**src/rtl/ssfc_pkg.sv**
```systemverilog
// Shared types, codes, constants and operand decode functions of the sample format converter.
package ssfc_pkg;

  typedef enum logic [2:0] {
    MODE_F2I16      = 3'd0,
    MODE_I16_2F     = 3'd1,
    MODE_BF2F       = 3'd2,
    MODE_F2BF       = 3'd3,
    MODE_BF2I16     = 3'd4,
    MODE_I16_2BF    = 3'd5,
    MODE_I16_2BF_EG = 3'd6
  } mode_t;

  localparam logic [1:0] CFG_MODE  = 2'd0;
  localparam logic [1:0] CFG_SCALE = 2'd1;
  localparam logic [1:0] CFG_GAIN  = 2'd2;

  localparam logic [31:0] ONE_BITS     = 32'h3F80_0000;
  localparam logic [31:0] QNAN_DEFAULT = 32'hFFC0_0000;
  localparam logic [31:0] QUIET_BIT    = 32'h0040_0000;

  typedef struct packed {
    logic               sign;
    logic signed [9:0]  exp;
    logic [23:0]        mant;
    logic               is_zero;
    logic               is_inf;
    logic               is_nan;
    logic [31:0]        bits;
  } fop_t;

  typedef struct packed {
    logic [2:0]         mode;
    logic               last;
    logic               special;
    logic [31:0]        spec_bits;
    logic               sign;
    logic signed [9:0]  ea;
    logic signed [9:0]  eb;
    logic [23:0]        ma;
    logic [23:0]        mb;
  } s1_t;

  typedef struct packed {
    logic [2:0]         mode;
    logic               last;
    logic [31:0]        bits;
  } prod_t;

  function automatic logic [4:0] lzc24(input logic [23:0] m);
    logic [4:0] cnt;
    logic       found;
    cnt   = 5'd0;
    found = 1'b0;
    for (int i = 23; i >= 0; i--) begin
      if (!found) begin
        if (m[i]) found = 1'b1;
        else cnt = cnt + 5'd1;
      end
    end
    return cnt;
  endfunction

  function automatic fop_t unpack_float(input logic [31:0] f);
    fop_t       r;
    logic [4:0] lz;
    r.sign    = f[31];
    r.bits    = f;
    r.is_zero = 1'b0;
    r.is_inf  = 1'b0;
    r.is_nan  = 1'b0;
    r.exp     = $signed({2'b00, f[30:23]});
    r.mant    = {1'b1, f[22:0]};
    lz        = lzc24({1'b0, f[22:0]});
    if (f[30:23] == 8'd0) begin
      r.is_zero = (f[22:0] == 23'd0);
      r.mant    = {1'b0, f[22:0]} << lz;
      r.exp     = 10'sd1 - $signed({5'b00000, lz});
    end else if (f[30:23] == 8'hFF) begin
      r.is_inf = (f[22:0] == 23'd0);
      r.is_nan = (f[22:0] != 23'd0);
    end
    return r;
  endfunction

  function automatic fop_t unpack_int16(input logic [15:0] v);
    fop_t        r;
    logic [15:0] mag;
    logic [4:0]  lz;
    mag       = v[15] ? (16'd0 - v) : v;
    lz        = lzc24({mag, 8'd0});
    r.sign    = v[15];
    r.bits    = 32'd0;
    r.is_zero = (mag == 16'd0);
    r.is_inf  = 1'b0;
    r.is_nan  = 1'b0;
    r.mant    = {mag, 8'd0} << lz;
    r.exp     = 10'sd142 - $signed({5'b00000, lz});
    return r;
  endfunction

endpackage

```
**src/rtl/ssfc_in_if.sv**
```systemverilog
// Input channel of the sample format converter.
interface ssfc_in_if;
  logic        valid;
  logic        ready;
  logic [31:0] sample_in;
  logic [31:0] elem_gain;
  logic        last_in;
  modport source(output valid, sample_in, elem_gain, last_in, input ready);
  modport sink(input valid, sample_in, elem_gain, last_in, output ready);
endinterface

```
**src/rtl/ssfc_out_if.sv**
```systemverilog
// Result channel of the sample format converter.
interface ssfc_out_if;
  logic        valid;
  logic        ready;
  logic [31:0] sample_out;
  logic        last_out;
  modport source(output valid, sample_out, last_out, input ready);
  modport sink(input valid, sample_out, last_out, output ready);
endinterface

```
**src/rtl/ssfc_unpack.sv**
```systemverilog
// Operand selection, decode, normalization and special-value handling.
module ssfc_unpack (
  input  logic [2:0]     mode,
  input  logic [31:0]    scale_bits,
  input  logic [31:0]    gain_bits,
  input  logic [31:0]    sample_in,
  input  logic [31:0]    elem_gain,
  input  logic           last_in,
  output ssfc_pkg::s1_t  s1
);
  import ssfc_pkg::*;

  fop_t a;
  fop_t b;
  logic sgn;

  always_comb begin
    a = unpack_float(sample_in);
    b = unpack_float(scale_bits);
    case (mode)
      MODE_BF2I16: begin
        a = unpack_float({sample_in[15:0], 16'd0});
      end
      MODE_I16_2F, MODE_I16_2BF: begin
        a = unpack_int16(sample_in[15:0]);
        b = unpack_float(gain_bits);
      end
      MODE_I16_2BF_EG: begin
        a = unpack_int16(sample_in[15:0]);
        b = unpack_float(elem_gain);
      end
      default: begin
      end
    endcase
  end

  assign sgn = a.sign ^ b.sign;

  always_comb begin
    s1.mode      = mode;
    s1.last      = last_in;
    s1.sign      = sgn;
    s1.ea        = a.exp;
    s1.eb        = b.exp;
    s1.ma        = a.mant;
    s1.mb        = b.mant;
    s1.special   = 1'b1;
    s1.spec_bits = 32'd0;
    case (mode)
      MODE_BF2F: s1.spec_bits = {sample_in[15:0], 16'd0};
      MODE_F2BF: s1.spec_bits = sample_in;
      MODE_F2I16, MODE_I16_2F, MODE_BF2I16, MODE_I16_2BF, MODE_I16_2BF_EG: begin
        if (a.is_nan) begin
          s1.spec_bits = a.bits | QUIET_BIT;
        end else if (b.is_nan) begin
          s1.spec_bits = b.bits | QUIET_BIT;
        end else if ((a.is_inf && b.is_zero) || (a.is_zero && b.is_inf)) begin
          s1.spec_bits = QNAN_DEFAULT;
        end else if (a.is_inf || b.is_inf) begin
          s1.spec_bits = {sgn, 8'hFF, 23'd0};
        end else if (a.is_zero || b.is_zero) begin
          s1.spec_bits = {sgn, 31'd0};
        end else begin
          s1.special = 1'b0;
        end
      end
      default: s1.spec_bits = 32'd0;
    endcase
  end

endmodule

```
**src/rtl/ssfc_mul.sv**
```systemverilog
// Three-stage float32 multiplier: mantissa product, normalize and denormalize, round and pack.
module ssfc_mul (
  input  logic            clk,
  input  logic            rst_n,
  input  logic            en,
  input  logic            in_valid,
  input  ssfc_pkg::s1_t   s1,
  output logic            out_valid,
  output ssfc_pkg::prod_t prod
);
  import ssfc_pkg::*;

  logic               v2_r, v3_r, v4_r;
  logic [2:0]         mode2_r, mode3_r;
  logic               last2_r, last3_r;
  logic               sp2_r, sp3_r;
  logic [31:0]        spb2_r, spb3_r;
  logic               sign2_r, sign3_r;
  logic [47:0]        p2_r;
  logic signed [10:0] esum2_r;
  logic [23:0]        m3_r;
  logic               g3_r, st3_r, ovf3_r;
  logic [7:0]         base3_r;
  prod_t              prod_r;

  logic [47:0]        p_nxt;
  logic signed [10:0] esum_nxt;
  logic [47:0]        norm;
  logic signed [10:0] eres;
  logic signed [10:0] sh_full;
  logic [4:0]         sh;
  logic [47:0]        shifted;
  logic [47:0]        mask;
  logic [7:0]         base_nxt;
  logic               rnd;
  logic [24:0]        m25;
  logic [30:0]        mag;
  logic [31:0]        bits_nxt;

  assign p_nxt    = s1.ma * s1.mb;
  assign esum_nxt = {s1.ea[9], s1.ea} + {s1.eb[9], s1.eb};

  always_comb begin
    if (p2_r[47]) begin
      norm = p2_r;
      eres = esum2_r - 11'sd126;
    end else begin
      norm = {p2_r[46:0], 1'b0};
      eres = esum2_r - 11'sd127;
    end
    sh_full = 11'sd1 - eres;
    if (eres >= 11'sd1) sh = 5'd0;
    else if (sh_full > 11'sd31) sh = 5'd31;
    else sh = sh_full[4:0];
    shifted  = norm >> sh;
    mask     = (48'd1 << sh) - 48'd1;
    base_nxt = (eres >= 11'sd1) ? 8'(eres - 11'sd1) : 8'd0;
  end

  always_comb begin
    rnd = g3_r & (st3_r | m3_r[0]);
    m25 = {1'b0, m3_r} + {24'd0, rnd};
    mag = {base3_r, 23'd0} + {6'd0, m25};
    if (sp3_r) bits_nxt = spb3_r;
    else if (ovf3_r) bits_nxt = {sign3_r, 8'hFF, 23'd0};
    else bits_nxt = {sign3_r, mag};
  end

  always_ff @(posedge clk) begin
    if (!rst_n) begin
      v2_r <= 1'b0;
      v3_r <= 1'b0;
      v4_r <= 1'b0;
    end else if (en) begin
      v2_r <= in_valid;
      v3_r <= v2_r;
      v4_r <= v3_r;
    end
  end

  always_ff @(posedge clk) begin
    if (en) begin
      mode2_r <= s1.mode;
      last2_r <= s1.last;
      sp2_r   <= s1.special;
      spb2_r  <= s1.spec_bits;
      sign2_r <= s1.sign;
      p2_r    <= p_nxt;
      esum2_r <= esum_nxt;

      mode3_r <= mode2_r;
      last3_r <= last2_r;
      sp3_r   <= sp2_r;
      spb3_r  <= spb2_r;
      sign3_r <= sign2_r;
      m3_r    <= shifted[47:24];
      g3_r    <= shifted[23];
      st3_r   <= (|shifted[22:0]) | (|(norm & mask));
      base3_r <= base_nxt;
      ovf3_r  <= (eres >= 11'sd255);

      prod_r.mode <= mode3_r;
      prod_r.last <= last3_r;
      prod_r.bits <= bits_nxt;
    end
  end

  assign out_valid = v4_r;
  assign prod      = prod_r;

endmodule

```
**src/rtl/ssfc_format.sv**
```systemverilog
// Output formatting: float32 to int16 with rounding and saturation, float32 to bfloat16.
module ssfc_format (
  input  ssfc_pkg::prod_t prod,
  output logic [31:0]     result
);
  import ssfc_pkg::*;

  function automatic logic [15:0] to_int16(input logic [31:0] f);
    logic [23:0] mant;
    logic [7:0]  shv;
    logic [4:0]  sh;
    logic [23:0] t;
    logic [23:0] rb;
    logic [15:0] t16;
    logic [15:0] r;
    mant = {f[30:23] != 8'd0, f[22:0]};
    shv  = 8'd150 - f[30:23];
    sh   = shv[4:0];
    t    = mant >> sh;
    rb   = mant >> (sh - 5'd1);
    t16  = t[15:0] + {15'd0, rb[0]};
    if (f[30:23] == 8'hFF && f[22:0] != 23'd0) r = 16'd0;
    else if (f[30:23] >= 8'd142) r = f[31] ? 16'h8000 : 16'h7FFF;
    else if (f[30:23] < 8'd126) r = 16'd0;
    else if (f[31]) r = 16'd0 - t16;
    else if (t16 > 16'h7FFF) r = 16'h7FFF;
    else r = t16;
    return r;
  endfunction

  function automatic logic [15:0] to_bf16(input logic [31:0] f);
    logic [31:0] s;
    logic [15:0] r;
    s = f + 32'h0000_7FFF + {31'd0, f[16]};
    if (f[30:23] == 8'hFF && f[22:0] != 23'd0) r = f[31:16] | QUIET_BIT[31:16] >> 0 | 16'h0040;
    else r = s[31:16];
    return r;
  endfunction

  always_comb begin
    case (prod.mode)
      MODE_F2I16, MODE_BF2I16:                 result = {16'd0, to_int16(prod.bits)};
      MODE_I16_2F, MODE_BF2F:                  result = prod.bits;
      MODE_F2BF, MODE_I16_2BF, MODE_I16_2BF_EG: result = {16'd0, to_bf16(prod.bits)};
      default:                                 result = 32'd0;
    endcase
  end

endmodule

```
**src/rtl/scaled_sample_format_converter.sv**
```systemverilog
// Top level of the scaled sample format converter: configuration, input stage and output register.
// The converter accepts one sample per cycle. Operand decode, mantissa multiply,
// normalize, round and pack, and output formatting each take one register stage
// between a transfer in and its result. The whole pipeline advances together
// whenever the output register is empty or its result is taken, so a stall on the
// result channel holds every stage and stops input transfers in the same cycle.
module scaled_sample_format_converter (
  input  logic        clk,
  input  logic        rst_n,
  ssfc_in_if.sink     in_s,
  ssfc_out_if.source  out_s,
  input  logic        cfg_we,
  input  logic [1:0]  cfg_index,
  input  logic [31:0] cfg_data
);
  import ssfc_pkg::*;

  logic [2:0]  mode_r;
  logic [31:0] scale_r;
  logic [31:0] gain_r;
  logic        en;
  s1_t         s1_nxt;
  s1_t         s1_r;
  logic        v1_r;
  logic        pv;
  prod_t       prod;
  logic [31:0] result;
  logic        ov_r;
  logic [31:0] sample_out_r;
  logic        last_out_r;

  assign en         = !ov_r || out_s.ready;
  assign in_s.ready = en;

  always_ff @(posedge clk) begin
    if (!rst_n) begin
      mode_r  <= MODE_F2I16;
      scale_r <= ONE_BITS;
      gain_r  <= ONE_BITS;
    end else if (cfg_we) begin
      case (cfg_index)
        CFG_MODE:  mode_r  <= cfg_data[2:0];
        CFG_SCALE: scale_r <= cfg_data;
        CFG_GAIN:  gain_r  <= cfg_data;
        default: begin
        end
      endcase
    end
  end

  ssfc_unpack u_unpack (
    .mode       (mode_r),
    .scale_bits (scale_r),
    .gain_bits  (gain_r),
    .sample_in  (in_s.sample_in),
    .elem_gain  (in_s.elem_gain),
    .last_in    (in_s.last_in),
    .s1         (s1_nxt)
  );

  always_ff @(posedge clk) begin
    if (!rst_n) begin
      v1_r <= 1'b0;
      ov_r <= 1'b0;
    end else if (en) begin
      v1_r <= in_s.valid;
      ov_r <= pv;
    end
  end

  always_ff @(posedge clk) begin
    if (en) begin
      s1_r         <= s1_nxt;
      sample_out_r <= result;
      last_out_r   <= prod.last;
    end
  end

  ssfc_mul u_mul (
    .clk       (clk),
    .rst_n     (rst_n),
    .en        (en),
    .in_valid  (v1_r),
    .s1        (s1_r),
    .out_valid (pv),
    .prod      (prod)
  );

  ssfc_format u_format (
    .prod   (prod),
    .result (result)
  );

  assign out_s.valid      = ov_r;
  assign out_s.sample_out = sample_out_r;
  assign out_s.last_out   = last_out_r;

endmodule
```
**src/flat_wrapper.sv**
```systemverilog
// flat-port wrapper written by rule: the top's interface ports become plain ports
module scaled_sample_format_converter_flat import ssfc_pkg::*;
  (clk, rst_n, cfg_we, cfg_index, cfg_data, in_s_valid, in_s_sample_in, in_s_elem_gain, in_s_last_in, in_s_ready, out_s_valid, out_s_sample_out, out_s_last_out, out_s_ready);
  ssfc_in_if in_s_i ();
  ssfc_out_if out_s_i ();
  input  logic clk;
  input  logic rst_n;
  input  logic cfg_we;
  input  logic [1:0] cfg_index;
  input  logic [31:0] cfg_data;
  input wire logic [$bits(in_s_i.valid)-1:0] in_s_valid;
  input wire logic [$bits(in_s_i.sample_in)-1:0] in_s_sample_in;
  input wire logic [$bits(in_s_i.elem_gain)-1:0] in_s_elem_gain;
  input wire logic [$bits(in_s_i.last_in)-1:0] in_s_last_in;
  output wire logic [$bits(in_s_i.ready)-1:0] in_s_ready;
  output wire logic [$bits(out_s_i.valid)-1:0] out_s_valid;
  output wire logic [$bits(out_s_i.sample_out)-1:0] out_s_sample_out;
  output wire logic [$bits(out_s_i.last_out)-1:0] out_s_last_out;
  input wire logic [$bits(out_s_i.ready)-1:0] out_s_ready;
  assign in_s_i.valid = in_s_valid;
  assign in_s_i.sample_in = in_s_sample_in;
  assign in_s_i.elem_gain = in_s_elem_gain;
  assign in_s_i.last_in = in_s_last_in;
  assign in_s_ready = in_s_i.ready;
  assign out_s_valid = out_s_i.valid;
  assign out_s_sample_out = out_s_i.sample_out;
  assign out_s_last_out = out_s_i.last_out;
  assign out_s_i.ready = out_s_ready;
  scaled_sample_format_converter u_core (.clk(clk), .rst_n(rst_n), .in_s(in_s_i), .out_s(out_s_i), .cfg_we(cfg_we), .cfg_index(cfg_index), .cfg_data(cfg_data));
endmodule
```
**config.mk**
```make
export PLATFORM = sky130hd
export DESIGN_NAME = scaled_sample_format_converter_flat
export DESIGN_NICKNAME = d
export VERILOG_FILES = /design/src/rtl/ssfc_pkg.sv /design/src/rtl/ssfc_in_if.sv /design/src/rtl/ssfc_out_if.sv /design/src/rtl/ssfc_unpack.sv /design/src/rtl/ssfc_mul.sv /design/src/rtl/ssfc_format.sv /design/src/rtl/scaled_sample_format_converter.sv /design/src/flat_wrapper.sv
export SDC_FILE = /design/constraint.sdc
export NUM_CORES = 2
export LEC_CHECK = 0
export BUFFER_PORTS_ARGS = -buffer_cell sky130_fd_sc_hd__buf_2
export CELL_PAD_IN_SITES_DETAIL_PLACEMENT = 0
export CELL_PAD_IN_SITES_GLOBAL_PLACEMENT = 1
export CORE_ASPECT_RATIO = 1.2
export CORE_MARGIN = 8
export CORE_UTILIZATION = 42
export DETAILED_ROUTE_END_ITERATION = 12
export PLACE_DENSITY = 0.81
export SLEW_MARGIN = 40
export SYNTH_ARGS = -nofsm -noshare
export SYNTH_HDL_FRONTEND = slang
export SYNTH_SLANG_ARGS = --single-unit
```
**constraint.sdc**
```tcl
create_clock -name clk -period 17.52 [get_ports clk]
set_input_delay 1.752 -clock clk [delete_from_list [all_inputs] [get_ports clk]]
set_output_delay 1.752 -clock clk [all_outputs]
set_load 0.005 [all_outputs]
```
==> results.cfg <==
[die]
die_x_um = 357
initial_utilization_pct = 42.2
dieArea_um2 = 152000
core_um2 = 139000
die_h_um = 426
pin_count = 139
rows = 150

[worst_setup_path]
cpMostUsedCell = ha_1
crit_family = adder cells
startpoint_type = flip-flop
reg2reg_from = u_core.gain_r[21]
arrival_ns = 16.72
path_depth = 72
worstRegToRegCells = 72
startpoint = u_core.gain_r[21]
critPathMaxStageDelay_ns = 0.77
ff2ff_setup_slack_ns = 1.22
endpoint = u_core.s1_r[6]
end_kind = flip-flop
reg2reg_to = u_core.s1_r[6]
path_max_fanout = 15
cpMaxStageDelayCell = nor2_2
critPathBufInv = 4
critPathKind = flip-flop to flip-flop
cp.required_ns = 17.95

[clock_tree]
clk_pin_slew_ns = 0.07
cts_buffers = 45
cts_hold_buf = 0
cts.htree.levels = 2
clk_path_buf_depth = 3
cts_tree = yes
cts.sinks = 415
clock_latency_ns = 0.60
cts_root_buf = clkbuf_16

[timing]
tns_ns = 0
maxSlewHeadroom_pct = 34.7
slew_violations = 0
worstMarginPinSlew_ns = 0.973
finalHoldViolations = 0
max_freq_mhz = 61.4
setup_violations = 0
fin_crit_sh_pct = 93.0
worst_clock_skew_ns = 0.0334
rsz0062_at_grt = no
period_needed_ns = 16.30

[logic_synthesis]
yosysTopAreaCellShare_pct = 17.5
seq_area_frac_synth_pct = 20.0
synth_cells = 6917
postSynthAreaPerCell_um2 = 8.49
syn-num-nets = 7811
syn_area_um2 = 58700
ys_async_sr_fraction_pct = 0
synth_top_cells_by_area = edfxtp_1, fa_1, ha_1
synthFlopType = edfxtp_1
synth.ff_latch_count = 415
ys_warn_count = 0
synth.most_common_cell = nand2_1
synth-edff-count = 343
yosys.cell_types.count = 113
synth_area_leader_cell = edfxtp_1
synth_top_cells_by_count = nand2_1, inv_1, fa_1, nor2_1, clkbuf_1

[placed_design]
place_congestion = 1.00
io_buffer_count = 138
dp.final_hpwl_um = 149000

[drt]
final_antenna_net_count = 0
wirelength_um = 195000
drc = 0
detailroute.via_count = 52000
viasPerCell = 6.00
firstDrtPassIters = 6
drt-initial-drc-count = 4735
wl_per_cell_um = 22.5

[global_routing]
grt_pass1_wl_um = 301000
overflow = 0
antenna_found_initial = 9
grt_pass1_vias = 52000
grt.total_usage_pct = 24.9
grt_max_degree = 157

[power_and_ir_drop]
p_per_area_nw_per_um2 = 162
p_total_w = 0.0102
ir_worst_vdd_mv = 0.255
p_leak_nw = 27.0

[final_layout]
nNetsFinal = 7699
drive_gt1_share_pct = 8.22
finish.utilization_pct = 45.2
area_delta_synth_final_pct = 7.14

[run_status]
outcome = complete, no violations

[flow_run]
max-cap-violations = 0

[worst_hold_path]
hp-class = flip-flop to flip-flop
layout make-up:
| class | count | area [um2] |
|---|---|---|
| clock inverter | 27 | 274 |
| clock buffer | 56 | 1250 |
| fill | 13600 | 76100 |
| sequential | 415 | 11700 |
| antenna | 4 | 10.0 |
| timing repair buffer | 274 | 1780 |
| tap | 1824 | 2280 |
| inverter | 644 | 2430 |
| multi-input combinational | 5425 | 43200 |
timing repair:
action / CTS / global route
resized for setup: 0 / 2
buffers inserted: 0 / 0
setup endpoints to repair: 0 / 9
state kept, by name, summed over array words and instances, names as in the netlist, 11 cells and up:
signal,flops
u_core.u_mul.p2_r,48
u_core.out_s.sample_out,32
u_core.u_mul.spb3_r,32
u_core.scale_r,32
u_core.u_mul.esum2_r,11
u_core.gain_r,32
u_core.u_mul.m3_r,24
u_core.u_mul.prod,36
u_core.u_mul.spb2_r,32
u_core.s1_r,104
metal layers:
layer | GRT usage [%] | up-vias | part of all wire [%]
li1 | - | 23800 | -
met1 | 31.5 | 25700 | 41
met2 | 41.7 | 2018 | 47
met4 | 12.3 | 6 | 5.8
met5 | 0 | - | 0.019
met3 | 3.24 | 510 | 6.6
layout by cell type, fill, tap and decap left out, types with 65 or more instances in the layout:
| cell type | n |
|---|---|
| nand2_1 | 993 |
| inv_1 | 634 |
| fa_1 | 483 |
| nor2_1 | 407 |
| mux2i_1 | 359 |
| edfxtp_1 | 343 |
| ha_1 | 307 |
| o21ai_0 | 299 |
| a21oi_1 | 289 |
| and2_1 | 272 |
| xnor2_1 | 238 |
| nand3_1 | 157 |
| buf_2 | 138 |
| buf_4 | 130 |
| nor3_1 | 122 |
| xor2_1 | 94 |
| nor2b_1 | 79 |
| dfxtp_1 | 72 |
| nand2b_1 | 70 |
| mux2_2 | 65 |
| a21boi_0 | 65 |
stage by stage:
step | cells | hold slack [ns] | setup WS (ns) | area, um2
global route | 8667 | 0.420 | 0.0542 | 62900
finish | 8669 | 0.411 | 1.22 | 62900
CTS | 8663 | 0.412 | 1.11 | 62800
detailed placement | 8580 | 0.405 | 1.12 | 61300
global placement | 8578 | 0.401 | 1.44 | 61100
floorplan | 6917 | 0.400 | 2.14 | 58700
power breakdown:
| part | total (W) | internal (W) | leakage, nW | switching (W) |
|---|---|---|---|---|
| sequential | 0.00161 | 0.00137 | 4.51 | 0.000240 |
| clock | 0.000982 | 0.000559 | 0.738 | 0.000422 |
| combinational | 0.00760 | 0.00291 | 21.8 | 0.00469 |
| total | 0.0102 | 0.00484 | 27.0 | 0.00535 |
worst min-delay path by stage:
stage,start,end,slack (ns),cells after the start
2_1_floorplan,u_core.u_mul.prod[32],u_core.out_s.last_out,0.40,0
3_3_place_gp,u_core.s1_r[70],u_core.u_mul.spb2_r[1],0.40,0
3_5_place_dp,u_core.s1_r[105],u_core.u_mul.mode2_r[2],0.40,0
4_1_cts,u_core.s1_r[71],u_core.u_mul.spb2_r[2],0.41,0
5_1_grt,u_core.u_mul.sign2_r,u_core.u_mul.sign3_r,0.42,0
6_report,u_core.s1_r[71],u_core.u_mul.spb2_r[2],0.41,0
kinds of logic after synthesis:
logic type,synth area share [%]
simple gates,20.0
compound gates,15.4
buf+inv,6.97
fa+ha+maj,23.2
mux,8.50
flops,20.0
xor+xnor,5.92
(Power assumes the default switching activity.)
